File: src/rtl/core/rhc_pkg.sv
`timescale 1ns / 1ps
// ----------------------------------------------------------------------------
// rhc_pkg
// Shared types and constants for the rgb to hsv converter.
// ----------------------------------------------------------------------------
package rhc_pkg;

	localparam int FRAC_BITS  = 16;
	localparam int STEP_BITS  = 2;
	localparam int DIV_STAGES = FRAC_BITS / STEP_BITS;

	localparam logic [FRAC_BITS-1:0] FRAC_MAX = {FRAC_BITS{1'b1}};

	typedef enum logic [1:0] {
		SEC_RED,
		SEC_GREEN,
		SEC_BLUE
	} sector_t;

	typedef struct packed {
		logic hue_zero;
		logic sat_zero;
		logic sat_full;
	} pix_flags_t;

endpackage

File: src/rtl/core/rhc_frac_div.sv
`timescale 1ns / 1ps
// ----------------------------------------------------------------------------
// rhc_frac_div
// Pipelined restoring divider for a proper fraction rem / dvs (rem < dvs),
// producing FRAC_BITS quotient bits, STEP_BITS bits per register stage.
// ----------------------------------------------------------------------------
module rhc_frac_div #(
	parameter int DW = 8
) (
	input  logic                          clk,
	input  logic [DW-1:0]                 rem,
	input  logic [DW-1:0]                 dvs,
	output logic [rhc_pkg::FRAC_BITS-1:0] quo
);
	import rhc_pkg::*;

	logic [DW-1:0]        rem_s [DIV_STAGES];
	logic [DW-1:0]        dvs_s [DIV_STAGES];
	logic [FRAC_BITS-1:0] quo_s [DIV_STAGES];

	genvar k;
	for (k = 0; k < DIV_STAGES; k++) begin : g_stage
		logic [DW-1:0]        rem_in;
		logic [DW-1:0]        dvs_in;
		logic [FRAC_BITS-1:0] quo_in;
		logic [DW-1:0]        rem_nx;
		logic [FRAC_BITS-1:0] quo_nx;

		if (k == 0) begin : g_first
			assign rem_in = rem;
			assign dvs_in = dvs;
			assign quo_in = '0;
		end else begin : g_next
			assign rem_in = rem_s[k-1];
			assign dvs_in = dvs_s[k-1];
			assign quo_in = quo_s[k-1];
		end

		always_comb begin
			logic [DW:0] r2;
			rem_nx = rem_in;
			quo_nx = quo_in;
			for (int i = 0; i < STEP_BITS; i++) begin
				r2 = {rem_nx, 1'b0};
				if (r2 >= {1'b0, dvs_in}) begin
					r2     = r2 - {1'b0, dvs_in};
					quo_nx = {quo_nx[FRAC_BITS-2:0], 1'b1};
				end else begin
					quo_nx = {quo_nx[FRAC_BITS-2:0], 1'b0};
				end
				rem_nx = r2[DW-1:0];
			end
		end

		always_ff @(posedge clk) begin
			rem_s[k] <= rem_nx;
			dvs_s[k] <= dvs_in;
			quo_s[k] <= quo_nx;
		end
	end

	assign quo = quo_s[DIV_STAGES-1];

endmodule

File: src/rtl/core/rgb_to_hsv_convert.sv
`timescale 1ns / 1ps
// ----------------------------------------------------------------------------
// rgb_to_hsv_convert
// RGB pixel to hue, saturation, brightness and chroma, fully pipelined.
// ----------------------------------------------------------------------------
// usage:
//   a pixel transaction is taken on a rising edge with start high and busy
//   low; busy is always low, so a pixel may be offered every cycle
//   each result is shown for one cycle with done high, after its pixel has
//   passed every stage; one result per cycle sustained, in pixel order
//   pipeline: one stage for max/min and chroma, one for the hue numerator and
//   divisor, 8 divider stages (2 quotient bits each), one output register
//   hue and saturation come from two parallel restoring dividers that run
//   side by side in the same 8 stages
//   reset clears the valid bits of every stage, so no result is shown until
//   a pixel is taken after reset
//   the receiver cannot stall; results are never held or repeated
// ----------------------------------------------------------------------------
module rgb_to_hsv_convert #(
	parameter int COMPONENT_BITS = 8
) (
	input  logic                          clk,
	input  logic                          arst_n,
	input  logic                          start,
	output logic                          busy,
	input  logic [COMPONENT_BITS-1:0]     red,
	input  logic [COMPONENT_BITS-1:0]     green,
	input  logic [COMPONENT_BITS-1:0]     blue,
	output logic                          done,
	output logic [rhc_pkg::FRAC_BITS-1:0] hue,
	output logic [rhc_pkg::FRAC_BITS-1:0] saturation,
	output logic [COMPONENT_BITS-1:0]     brightness,
	output logic [COMPONENT_BITS-1:0]     chroma
);
	import rhc_pkg::*;

	localparam int N  = COMPONENT_BITS;
	localparam int HW = COMPONENT_BITS + 3;

	// stage 1
	logic          vld_s1;
	logic [N-1:0]  r_s1, g_s1, b_s1, v_s1, c_s1;
	sector_t       sec_s1;
	sector_t       sec_c;
	logic [N-1:0]  v_c, lo_c;

	always_comb begin
		if (red >= green && red >= blue) begin
			sec_c = SEC_RED;
			v_c   = red;
		end else if (green >= blue) begin
			sec_c = SEC_GREEN;
			v_c   = green;
		end else begin
			sec_c = SEC_BLUE;
			v_c   = blue;
		end
		lo_c = red;
		if (green < lo_c) lo_c = green;
		if (blue < lo_c) lo_c = blue;
	end

	always_ff @(posedge clk or negedge arst_n) begin
		if (!arst_n) begin
			vld_s1 <= 1'b0;
		end else begin
			vld_s1 <= start;
		end
	end

	always_ff @(posedge clk) begin
		r_s1   <= red;
		g_s1   <= green;
		b_s1   <= blue;
		v_s1   <= v_c;
		c_s1   <= v_c - lo_c;
		sec_s1 <= sec_c;
	end

	// stage 2
	logic          vld_s2;
	logic [N-1:0]  v_s2, c_s2;
	logic [HW-1:0] num_s2, d6_s2;
	pix_flags_t    flg_s2;
	logic [HW-1:0] c2_c, c4_c, c6_c, base_c, x_c, y_c;
	pix_flags_t    flg_c;

	always_comb begin
		c2_c = {2'b00, c_s1, 1'b0};
		c4_c = {1'b0, c_s1, 2'b00};
		c6_c = c4_c + c2_c;
		case (sec_s1)
			SEC_RED: begin
				base_c = (g_s1 < b_s1) ? c6_c : '0;
				x_c    = {3'b000, g_s1};
				y_c    = {3'b000, b_s1};
			end
			SEC_GREEN: begin
				base_c = c2_c;
				x_c    = {3'b000, b_s1};
				y_c    = {3'b000, r_s1};
			end
			default: begin
				base_c = c4_c;
				x_c    = {3'b000, r_s1};
				y_c    = {3'b000, g_s1};
			end
		endcase
		flg_c.hue_zero = (c_s1 == '0);
		flg_c.sat_zero = (v_s1 == '0);
		flg_c.sat_full = (c_s1 == v_s1) && (v_s1 != '0);
	end

	always_ff @(posedge clk or negedge arst_n) begin
		if (!arst_n) begin
			vld_s2 <= 1'b0;
		end else begin
			vld_s2 <= vld_s1;
		end
	end

	always_ff @(posedge clk) begin
		v_s2   <= v_s1;
		c_s2   <= c_s1;
		num_s2 <= base_c + x_c - y_c;
		d6_s2  <= c6_c;
		flg_s2 <= flg_c;
	end

	// divider stages
	logic [FRAC_BITS-1:0] hue_quo, sat_quo;

	rhc_frac_div #(.DW(HW)) u_hue_div (
		.clk (clk),
		.rem (num_s2),
		.dvs (d6_s2),
		.quo (hue_quo)
	);

	rhc_frac_div #(.DW(N)) u_sat_div (
		.clk (clk),
		.rem (c_s2),
		.dvs (v_s2),
		.quo (sat_quo)
	);

	logic       vld_sd [DIV_STAGES];
	logic [N-1:0] v_sd [DIV_STAGES];
	logic [N-1:0] c_sd [DIV_STAGES];
	pix_flags_t flg_sd [DIV_STAGES];

	always_ff @(posedge clk or negedge arst_n) begin
		if (!arst_n) begin
			for (int i = 0; i < DIV_STAGES; i++) begin
				vld_sd[i] <= 1'b0;
			end
		end else begin
			vld_sd[0] <= vld_s2;
			for (int i = 1; i < DIV_STAGES; i++) begin
				vld_sd[i] <= vld_sd[i-1];
			end
		end
	end

	always_ff @(posedge clk) begin
		v_sd[0]   <= v_s2;
		c_sd[0]   <= c_s2;
		flg_sd[0] <= flg_s2;
		for (int i = 1; i < DIV_STAGES; i++) begin
			v_sd[i]   <= v_sd[i-1];
			c_sd[i]   <= c_sd[i-1];
			flg_sd[i] <= flg_sd[i-1];
		end
	end

	// output register
	pix_flags_t flg_o;
	assign flg_o = flg_sd[DIV_STAGES-1];

	always_ff @(posedge clk or negedge arst_n) begin
		if (!arst_n) begin
			done <= 1'b0;
		end else begin
			done <= vld_sd[DIV_STAGES-1];
		end
	end

	always_ff @(posedge clk) begin
		hue        <= flg_o.hue_zero ? '0 : hue_quo;
		saturation <= flg_o.sat_zero ? '0 : (flg_o.sat_full ? FRAC_MAX : sat_quo);
		brightness <= v_sd[DIV_STAGES-1];
		chroma     <= c_sd[DIV_STAGES-1];
	end

	assign busy = 1'b0;

endmodule
File: config.mk
export PLATFORM = sky130hd
export DESIGN_NAME = rgb_to_hsv_convert
export DESIGN_NICKNAME = d
export VERILOG_FILES = /design/src/rtl/core/rhc_pkg.sv /design/src/rtl/core/rhc_frac_div.sv /design/src/rtl/core/rgb_to_hsv_convert.sv
export SDC_FILE = /design/constraint.sdc
export NUM_CORES = 1
export LEC_CHECK = 0
export CAP_MARGIN = 20
export CORE_ASPECT_RATIO = 0.8
export CORE_MARGIN = 2
export CORE_UTILIZATION = 64
export DETAILED_ROUTE_END_ITERATION = 8
export DONT_BUFFER_PORTS = 1
export PLACE_DENSITY = 0.8
export SLEW_MARGIN = 30
export SYNTH_ARGS = -nofsm -noshare
export SYNTH_HDL_FRONTEND = slang
export SYNTH_SLANG_ARGS = --single-unit
export TNS_END_PERCENT = 20
File: constraint.sdc
create_clock -name clk -period 10.3 [get_ports clk]
set_clock_uncertainty 0.15 [all_clocks]
set_input_delay 1.545 -clock clk [delete_from_list [all_inputs] [get_ports clk]]
set_output_delay 1.545 -clock clk [all_outputs]
set_load 0.005 [all_outputs]
== Word-level counts from Yosys, hierarchy flattened ==
Memories as Yosys holds them, arrays and structs flattened. A register that Yosys moved wholly into a read port is not among the register bits.
Cells that the tools add are included.
Cells by class
  add/subtract/negate cells: 36
  order comparisons: 38
  equal/unequal tests: 2
  muxes and demuxes: 74
  reduce and logical (&&, ||, !) cells: 6
Operators by type and width (number)
  $ge A12 B11 Y1: 16
  $mux W11: 17
  $sub A11 B11 Y11: 17
  $mux W8: 20
  $ge A9 B8 Y1: 16
  $sub A8 B8 Y8: 17
  $mux W1: 32
  $pmux W8 S2: 2
  $ge A8 B8 Y1: 3
  $lt A8 B8 Y1: 3
  $pmux W11 S2: 1
  $logic_not A8 Y1: 2
  $mux W16: 1
  $add A10 B9 Y11: 1
  $add A11 B11 Y11: 1
  $eq A8 B8 Y1: 1
  $reduce_bool A8 Y1: 1
  $eq A2 B1 Y1 const B: 1
  $logic_and A1 B1 Y1: 2
  $logic_not A2 Y1: 1
  $mux W2: 1
Word-level totals
  register bits: 110
  memory bits (writable): 712
  bits of input ports: 27
  output and inout bits: 50
  logic and storage cells: 190
  memories: 9
Memory list
  u_hue_div.quo_s: depth 8, width 16, rd ports 8, clocked after memory_dff 1, wr ports 8, RTL line rhc_frac_div.sv:19  | logic [FRAC_BITS-1:0] quo_s [DIV_STAGES];
  u_sat_div.quo_s: depth 8, width 16, rd ports 8, clocked after memory_dff 0, wr ports 8, RTL line rhc_frac_div.sv:19
  u_hue_div.dvs_s: depth 8, width 11, rd ports 7, clocked after memory_dff 0, wr ports 8, RTL line rhc_frac_div.sv:18  | logic [DW-1:0] dvs_s [DIV_STAGES];
  u_hue_div.rem_s: depth 8, width 11, rd ports 7, clocked after memory_dff 0, wr ports 8, RTL line rhc_frac_div.sv:17  | logic [DW-1:0] rem_s [DIV_STAGES];
  c_sd: depth 8, width 8, rd ports 8, clocked after memory_dff 1, wr ports 8, RTL line rgb_to_hsv_convert.sv:149  | logic [N-1:0] c_sd [DIV_STAGES];
  u_sat_div.dvs_s: depth 8, width 8, rd ports 7, clocked after memory_dff 0, wr ports 8, RTL line rhc_frac_div.sv:18
  +3 memories

== Depth between registers and ports, before layout ==
Gate-level depths: netlist of the first run.
  depth in word-level cells: 5
  depth in mapped cells: 24
  mapped depth without buffers: 23

== Modules after synthesis ==
A second synthesis of the first run with hierarchy kept.
Unflattened totals
  cells, all modules: 3306
  area total of the unflattened synthesis: 33096.7 sq um
Modules (own cells, without submodules)
  rhc_frac_div (u_hue_div): instances 1, cells each 1477, area an instance 13661.9 sq um, sequential area each 4524.3 sq um
  rhc_frac_div (u_sat_div): instances 1, cells each 1058, area an instance 10158.5 sq um, sequential area each 3683.5 sq um
  rgb_to_hsv_convert: instances 1, cells each 771, area an instance 9276.4 sq um, sequential area each 5900.7 sq um

== Worst setup path before layout of the first run ==
Ideal clock, no wire load.
  kind: input port to flip-flop
  start point: in red[7]
  end point: reg c_s1[7]
  library setup time: 0.127 ns
  arrival: 5.429 ns
  required time: 10.023 ns
  slack: 4.594 ns
  stages: 22
  path buffers: 2
  cells stage by stage: inv_1 > ha_1 > nand2_1 > o21ai_0 > nand2b_1 > buf_2 > mux2i_1 > ha_1 > a21o_1 > a21o_1 > a21o_1 > o21bai_1 > clkbuf_1 > o21ai_0 > ha_1 > a21o_1 > a21o_1 > a21o_1 > nand2_1 > a21oi_1 > xor2_1 > xnor2_1
Between the ends
  word-level cells in the longest chain between the ends: 5
  elaborated cells on any way between the ends: 9
  those cells by class: 1 x add/sub; 4 x order compare; 3 x mux; 1 x reduce/logical
Ends and longest elaborated chain
  start: declaration: RTL line rgb_to_hsv_convert.sv:26  | input logic [COMPONENT_BITS-1:0] red,
  $lt A8 B8 Y1: RTL line rgb_to_hsv_convert.sv:59  | if (green < lo_c) lo_c = green;
  $mux W8: RTL line rgb_to_hsv_convert.sv:59
  $lt A8 B8 Y1: RTL line rgb_to_hsv_convert.sv:60  | if (blue < lo_c) lo_c = blue;
  $mux W8: RTL line rgb_to_hsv_convert.sv:60
  $sub A8 B8 Y8 (*): RTL line rgb_to_hsv_convert.sv:76  | c_s1 <= v_c - lo_c;
  end signal: assignment: RTL line rgb_to_hsv_convert.sv:76
  end: declaration: RTL line rgb_to_hsv_convert.sv:42  | logic [N-1:0] r_s1, g_s1, b_s1, v_s1, c_s1;
Mark *: on every way between the ends. The rest lies on a longest branch, timed or not.
A chain may end at the register's enable or synchronous reset.

== Worst setup path in the final report of the first run ==
Ends and elaborated chain as after synthesis.

==> out/qor.csv, run 1 <==
stage;metric;value;unit
cells_and_area;Final nets;3454;
synth;Synth area leaders;dfxtp_1, ha_1, mux2_2, inv_1, xnor2_1;
worst_setup_path;Worst Path Arrival;6.08;ns
placed_design;placed inst area;0.0309;mm^2
synth;Ys Warns;0;
sta;Rel. slew slack;43.9;%
cells_and_area;Final Cell Area;0.0330;mm^2
clocking;CTS tree;built;
synth;Syn Std Cell Area;0.0303;mm^2
synth;Synth top area share;40.6;%
sta;FMAX;174;MHz
synth;Synth Register Bits;625;
grt;first-pass GRT wire length;103;mm
grt;busiest grt layer;met2;
worst_setup_path;crit path launch type;input port;
placed_design;post-place setup slack;3.95;ns
grt;met2 Use GR;40.9;%
drt;DRT antenna net count;0;
clocking;Num Clock Sinks;625;
clocking;total CTS buffers;59;
cells_and_area;layout cells sized above 1;11.6;%
placed_design;Post-DP HPWL;48.9;mm
placed_design;RePlAce Congestion;0.954;
cells_and_area;# fillers;3386;
worst_setup_path;CP Max Fanout;15;
outcome;status;finished clean;
floorplanning;total core area;0.0468;mm^2
sta;final setup fails;0;
synth;Netlist cell types;93;
grt;initial antenna violation count;2;
grt;vias in the first global route;20800;
worst_hold_path;hold path depth;0;
clocking;CTS Buffer Depth;3;
cells_and_area;area delta synth->final;8.91;%
synth;Main synth FF type;dfxtp_1;
sta;worst-margin pin slew;0.840;ns
sta;Tmin final;5.74;ns
clocking;clock-pin slew on the worst setup and hold paths;0.06;ns
sta;Hold Vio Cnt, Final;0;
grt;largest net degree at the start of global routing;48;
worst_setup_path;crit end category;flop;
clocking;H-tree level count;2;
worst_setup_path;Worst R2R Start;u_sat_div.dvs_s[0][1];
worst_setup_path;CP startpoint;red[7];
grt;Tot GR Track Use;25.8;%
cells_and_area;Sequential Area;0.0126;mm^2
floorplanning;Cell Rows;71;
clocking;clk_lat worst skew;0.62;ns
worst_hold_path;Worst Hold Launch;u_sat_div.quo_s[0][55];
flow_run;max_cap viols;0;
sta;Final WS setup;4.56;ns
synth;ys async rst share;1.76;%
synth;Syn Area/Cell;9.99;um^2
grt;met1 Usage GRT;36.7;%
clocking;CTS Hold Bufs;0;
clocking;Root Buffer;clkbuf_16;
placed_design;port bufs;0;
worst_setup_path;Worst Path Required;10.64;ns
clocking;Setup Fix Bufs, Post-CTS;0;
synth;post-synthesis sequential area ratio;41.5;%
synth;most frequent cell after synthesis;dfxtp_1;
drt;Vias/cell;5.71;
floorplanning;Die Ht;198;um
drt;via count;21300;
floorplanning;total die area;0.0490;mm^2
sta;Slew Limit Fails;0;
drt;final wirelength;63.4;mm
clocking;post-cts resize count;0;
drt;DR iter-0 viols;1364;
sta;hold_ws;0.169;ns
grt;gr ovfl total;0;
grt;met3 global-route usage;3.75;%
sta;Tcrit/Tclk final;55.7;%
worst_hold_path;Hold Path Class;flop to flop;
drt;detailed-router iteration count before antenna repair;5;
worst_setup_path;R2R cell count;17;
synth;Synth Instances;3028;
synth;Synth area leader;dfxtp_1;
floorplanning;I/O Pins;77;
floorplanning;Die Span X;247;um
drt;Remaining DRCs;0;
cells_and_area;# diodes;0;
sta;Fin Setup TNS;0;ns
synth;number of flops mapped to enable cells by yosys;0;
synth;net count after synthesis;3423;
synth;synth cell count leaders;dfxtp_1, ha_1, inv_1;
cells_and_area;area of the multi-input gates;0.0164;mm^2
drt;wire length per cell;17.0;um
sta;RSZ-0062 raised after global routing;false;
floorplanning;Initial Util;64.6;%
worst_setup_path;critical path class;input port to flop;
sequential cells by signal (all words and copies together), names as in the netlist, 16 cells and up:
register and flops:
u_hue_div.rem_s 70, u_sat_div.quo_s 72, u_hue_div.quo_s 72, c_sd 64, flg_sd 24, u_sat_div.dvs_s 64, saturation 16, u_hue_div.dvs_s 63
hue 16, u_sat_div.rem_s 56
cell type report:
class,count,share of cell area [%]
Clock buffer,74,4.93
Clock inverter,36,1.26
Inverter,305,3.47
Multi-Input combinational cell,2061,49.7
Sequential cell,625,38.1
Tap cell,620,2.35
Timing Repair Buffer,7,0.159
per-layer routing:
layer / part of all wire [%] / routed length, um
met5: 0 / 0
met4: 2.0 / 1270
met2: 44 / 27900
met1: 49 / 30800
met3: 5.5 / 3510
stage by stage:
| stage | instances | utilization (%) |
|---|---|---|
| after floorplan | 3028 | - |
| after detailed placement | 3617 | 66.0 |
| after global routing | 3728 | 70.4 |
| after global placement | 3617 | 66.0 |
| final | 3728 | 70.4 |
| after CTS | 3727 | 70.3 |
worst max-delay path, stage by stage:
cell and delay (ns):
inv_1 0.03, ha_1 0.32, nand2_1 0.06, o21ai_0 0.34, nand2b_1 0.47, mux2i_1 0.32, ha_1 0.29, a21o_1 0.16
a21o_1 0.17, a21o_1 0.19, o21bai_1 0.36, o21ai_0 0.44, ha_1 0.32, a21o_1 0.16, a21o_1 0.20, a21o_1 0.18
nand2_1 0.10, a21oi_1 0.09, xor2_1 0.18, xnor2_1 0.14
placed cells by master, fill, tap and decap left out, types with 46 or more instances in the layout:
master	instances
xnor2_1	129
xor2_1	67
a21o_1	66
ha_1	341
nor2_1	232
inv_1	301
nor2b_1	72
dfxtp_1	613
a21oi_1	162
nand2_1	109
o21ai_0	150
mux2_2	169
nor3_1	46
clkbuf_16	60
worst paths after layout:
path | to | slack [ns]
worst min-delay path | u_sat_div.quo_s[1][9] | 0.17
worst min register to register | u_sat_div.quo_s[1][9] | 0.17
worst max-delay path | c_s1[7] | 4.56
max in group asynchronous | vld_sd[2] | 9.46
min in group asynchronous | vld_sd[3] | 0.47
worst max register to register | u_sat_div.rem_s[0][11] | 4.99
cells by family (layout without fill, tap and decap cells):
family / after synthesis / in the layout / synth area share (%)
simple gates: 641 / 641 / 10.4
compound gates: 634 / 634 / 13.9
flops: 625 / 625 / 41.5
fa+ha+maj: 368 / 368 / 15.9
buf+inv: 342 / 422 / 4.41
mux: 221 / 221 / 8.19
xor+xnor: 196 / 196 / 5.67
other cells: 1 / 1 / 0.0124
Power of run 1 is not shown: default switching activity piles up to over one toggle a cycle in this logic, so the estimate is an artifact.
==> run 2: changes to the inputs <==
--- a/config.mk
+++ b/config.mk
@@ -5,13 +5,14 @@
 export SDC_FILE = /design/constraint.sdc
 export NUM_CORES = 1
 export LEC_CHECK = 0
+export ABC_AREA = 1
 export CAP_MARGIN = 20
 export CORE_ASPECT_RATIO = 0.8
 export CORE_MARGIN = 2
-export CORE_UTILIZATION = 64
+export CORE_UTILIZATION = 58
 export DETAILED_ROUTE_END_ITERATION = 8
 export DONT_BUFFER_PORTS = 1
-export PLACE_DENSITY = 0.8
+export PLACE_DENSITY = 0.76
 export SLEW_MARGIN = 30
 export SYNTH_ARGS = -nofsm -noshare
 export SYNTH_HDL_FRONTEND = slang
==> constraint.sdc (replaced) <==
create_clock -name clk -period 4.6 [get_ports clk]
set_clock_uncertainty 0.15 [all_clocks]
set_input_delay 0.69 -clock clk [delete_from_list [all_inputs] [get_ports clk]]
set_output_delay 0.69 -clock clk [all_outputs]
set_load 0.005 [all_outputs]
==> out/qor.csv, run 2 <==
stage;metric;value;unit;change
clocking;clock-pin slew on the worst setup and hold paths;0.06;ns;about the same
worst_hold_path;Hold Path Class;input port to flop;;
synth;Main synth FF type;dfxtp_1;;
floorplanning;Die Ht;207;um;+4.2%
drt;DR iter-0 viols;1818;;+33%
worst_setup_path;Worst Path Arrival;4.62;ns;-1.46 ns
sta;final setup fails;0;;unchanged
clocking;total CTS buffers;58;;-1.7%
sta;RSZ-0062 raised after global routing;false;;
worst_setup_path;critical path cell sequence;inv_1, ha_1, a21oi_1, nand2_1, a21oi_1, o21ai_1, nand2_1, nand2_2, inv_2, nand2_1, o21ai_0, ha_1, a21oi_1, o21ai_0, nand2_1, o2111ai_1, a31o_2, nand2_1, nand3_1, buf_4, nand2_1, nand2_1;;
sta;worst-margin pin slew;0.930;ns;+0.0900 ns
floorplanning;total core area;0.0509;mm^2;+8.8%
grt;gr ovfl total;0;;unchanged
drt;Vias/cell;5.27;;-7.8%
clocking;Num Clock Sinks;625;;unchanged
cells_and_area;# fillers;4211;;+24%
drt;final wirelength;61.2;mm;-3.6%
worst_setup_path;CP peak stage delay;0.40;ns;-0.07 ns
outcome;status;finished clean;;
drt;via count;22700;;+6.4%
worst_setup_path;Worst R2R Start;u_hue_div.dvs_s[1][3];;
cells_and_area;area of the multi-input gates;0.0153;mm^2;-6.8%
worst_hold_path;Worst Hold Path EP;c_s1[7];;
synth;Ys Warns;0;;unchanged
sta;Fin Setup TNS;0;ns;unchanged
floorplanning;total die area;0.0533;mm^2;+8.6%
synth;most frequent cell after synthesis;nand2_1;;
synth;Syn Std Cell Area;0.0298;mm^2;-1.4%
worst_setup_path;Crit path top cell by count;nand2_1;;
clocking;Setup Fix Bufs, Post-CTS;0;;unchanged
sta;Hold Vio Cnt, Final;0;;unchanged
placed_design;Post-DP HPWL;47.0;mm;-3.9%
worst_setup_path;R2R cell count;22;;+5
worst_setup_path;CP startpoint;u_hue_div.dvs_s[1][3];;
floorplanning;Die Span X;258;um;+4.2%
floorplanning;Cell Rows;74;;+4.2%
clocking;Root Buffer;clkbuf_16;;
sta;Rel. slew slack;37.9;%;-6.0 points
worst_setup_path;Reg-to-Reg End;u_hue_div.rem_s[1][14];;
cells_and_area;area delta synth->final;10.6;%;
synth;Synth Register Bits;625;;unchanged
worst_setup_path;crit end category;flop;;
drt;detailed-router iteration count before antenna repair;6;;+1
sta;FMAX;235;MHz;
cells_and_area;Sequential Area;0.0126;mm^2;about the same
worst_hold_path;Worst Hold Launch;blue[7];;
sta;Tcrit/Tclk final;92.6;%;
worst_setup_path;crit path launch type;flop;;
synth;Synth area leader;dfxtp_1;;
worst_setup_path;R2R Setup Slk;0.34;ns;-4.65 ns
drt;DRT antenna net count;0;;unchanged
grt;vias in the first global route;21200;;+1.7%
cells_and_area;Final nets;3966;;+15%
flow_run;max_cap viols;0;;unchanged
drt;Remaining DRCs;0;;unchanged
grt;Tot GR Track Use;22.9;%;-2.8 points
synth;net count after synthesis;3900;;+14%
clocking;CTS Buffer Depth;3;;unchanged
cells_and_area;# diodes;0;;unchanged
worst_setup_path;Buf+Inv Stages, Crit Path;3;;+2
clocking;H-tree level count;2;;unchanged
clocking;clk_lat worst skew;0.62;ns;about the same
synth;Syn Area/Cell;8.51;um^2;-15%
synth;ys async rst share;1.76;%;unchanged
clocking;CTS tree;built;;
grt;first-pass GRT wire length;102;mm;-1.4%
placed_design;port bufs;0;;unchanged
cells_and_area;leading cell type in the layout, fill and taps excluded;nand2_1;;
grt;initial antenna violation count;0;;-2
grt;largest net degree at the start of global routing;22;;-54%
cells_and_area;most frequent cells in the layout;nand2_1, dfxtp_1, inv_1;;
worst_setup_path;critical path class;flop to flop;;
worst_hold_path;hold path depth;4;;+4
cells_and_area;top flop regs;u_hue_div.quo_s x72, u_sat_div.quo_s x72, u_hue_div.rem_s x70;;
synth;Synth Instances;3505;;+16%
cells_and_area;fin util;64.8;%;-5.6 points
synth;Synth top area share;41.2;%;+0.59 points
synth;post-synthesis sequential area ratio;42.1;%;+0.61 points
worst_setup_path;CP top delay family;compound AO/OA/AOI/OAI gates;;
floorplanning;Initial Util;58.6;%;-6.1 points
worst_setup_path;CP Max Fanout;17;;+2
worst_setup_path;Worst Path Required;4.96;ns;-5.68 ns
sta;Slew Limit Fails;0;;unchanged
synth;number of flops mapped to enable cells by yosys;0;;unchanged
synth;Netlist cell types;61;;-34%
floorplanning;I/O Pins;77;;unchanged
placed_design;RePlAce Congestion;0.903;;-5.3%
synth;Synth area leaders;dfxtp_1, ha_1, nand2_1, inv_1, a21oi_1;;
cells_and_area;layout cells sized above 1;5.22;%;-6.4 points
drt;wire length per cell;14.2;um;-16%
worst_setup_path;slowest cell on the critical path;ha_1;;
synth;synth cell count leaders;nand2_1, dfxtp_1, inv_1;;
sta;Tmin final;4.26;ns;
## run 2: changes by cell type after synthesis, sizes merged, moves of 25 or more
cell	previous run	this run
a21o	66	8
a21oi	167	292
inv	304	461
mux2	184	5
mux2i	37	0
nand2	111	653
nand2b	25	0
nand3	25	141
nor2b	74	0
o21a	41	11
o21ai	168	220
o221ai	0	26
xnor2	129	71
xor2	67	160
## run 2: logic make-up (layout without fill, tap and decap cells)
kind of cell / count (synthesis) / after routing / synth area share [%]
compound gates: 662 / 662 / 12.7
buf+inv: 511 / 624 / 6.72
fa+ha+maj: 368 / 368 / 16.1
simple gates: 1102 / 1102 / 15.4
mux: 5 / 5 / 0.189
flops: 625 / 625 / 42.1
xor+xnor: 231 / 231 / 6.78
other cells: 1 / 1 / 0.0126
## run 2: tightest hold or removal path, cell delays in order
cell and delay [ns]:
nand3_1 0.05, nand3_1 0.08, nand2_1 0.05, inv_1 0.04
## run 2: layout make-up
type	instances	area share, %
timing repair buffer	51	1.36
inverter	466	5.32
tap	684	2.59
multi-input combinational	2369	46.3
sequential	625	38.1
clock inverter	34	1.39
clock buffer	73	4.94
## run 2: per-stage QoR
stage | std cells | setup WS [ns] | hold WS [ns] | cell area, um^2
2_1_floorplan | 3505 | 0.149 | 0.160 | 29800
3_3_place_gp | 4169 | 0.181 | 0.160 | 30600
3_5_place_dp | 4169 | 0.0874 | 0.162 | 30600
4_1_cts | 4302 | 0.193 | 0.132 | 33000
5_1_grt | 4302 | 0.00199 | 0.174 | 33000
6_report | 4302 | 0.341 | 0.168 | 33000
## run 2: repair_timing
item                                    in CTS  in global routing
hold buffers                                26                  0
resized for setup                            0                  3
endpoints found under the setup margin       0                 18
hold endpoints to repair                    36                  0
## run 2: layer usage
layer,share of wire (%),GRT usage (%),vias to the layer above
li1,-,-,11800
met1,49,32.4,10200
met2,43,36.4,606
met3,6.1,3.41,113
met4,2.3,6.71,0
met5,0,0,-
## run 2: worst max-delay path by stage
stage / endpoint / slack (ns) / cells after the start
floorplan: c_s1[7] / 0.15 / 23
global placement: c_s1[7] / 0.18 / 25
detailed placement: c_s1[7] / 0.09 / 26
CTS: u_sat_div.rem_s[0][27] / 0.19 / 25
global route: u_hue_div.rem_s[1][30] / 0.002 / 21
finish: u_hue_div.rem_s[1][14] / 0.34 / 22
Power of run 2 is left out for the same reason.
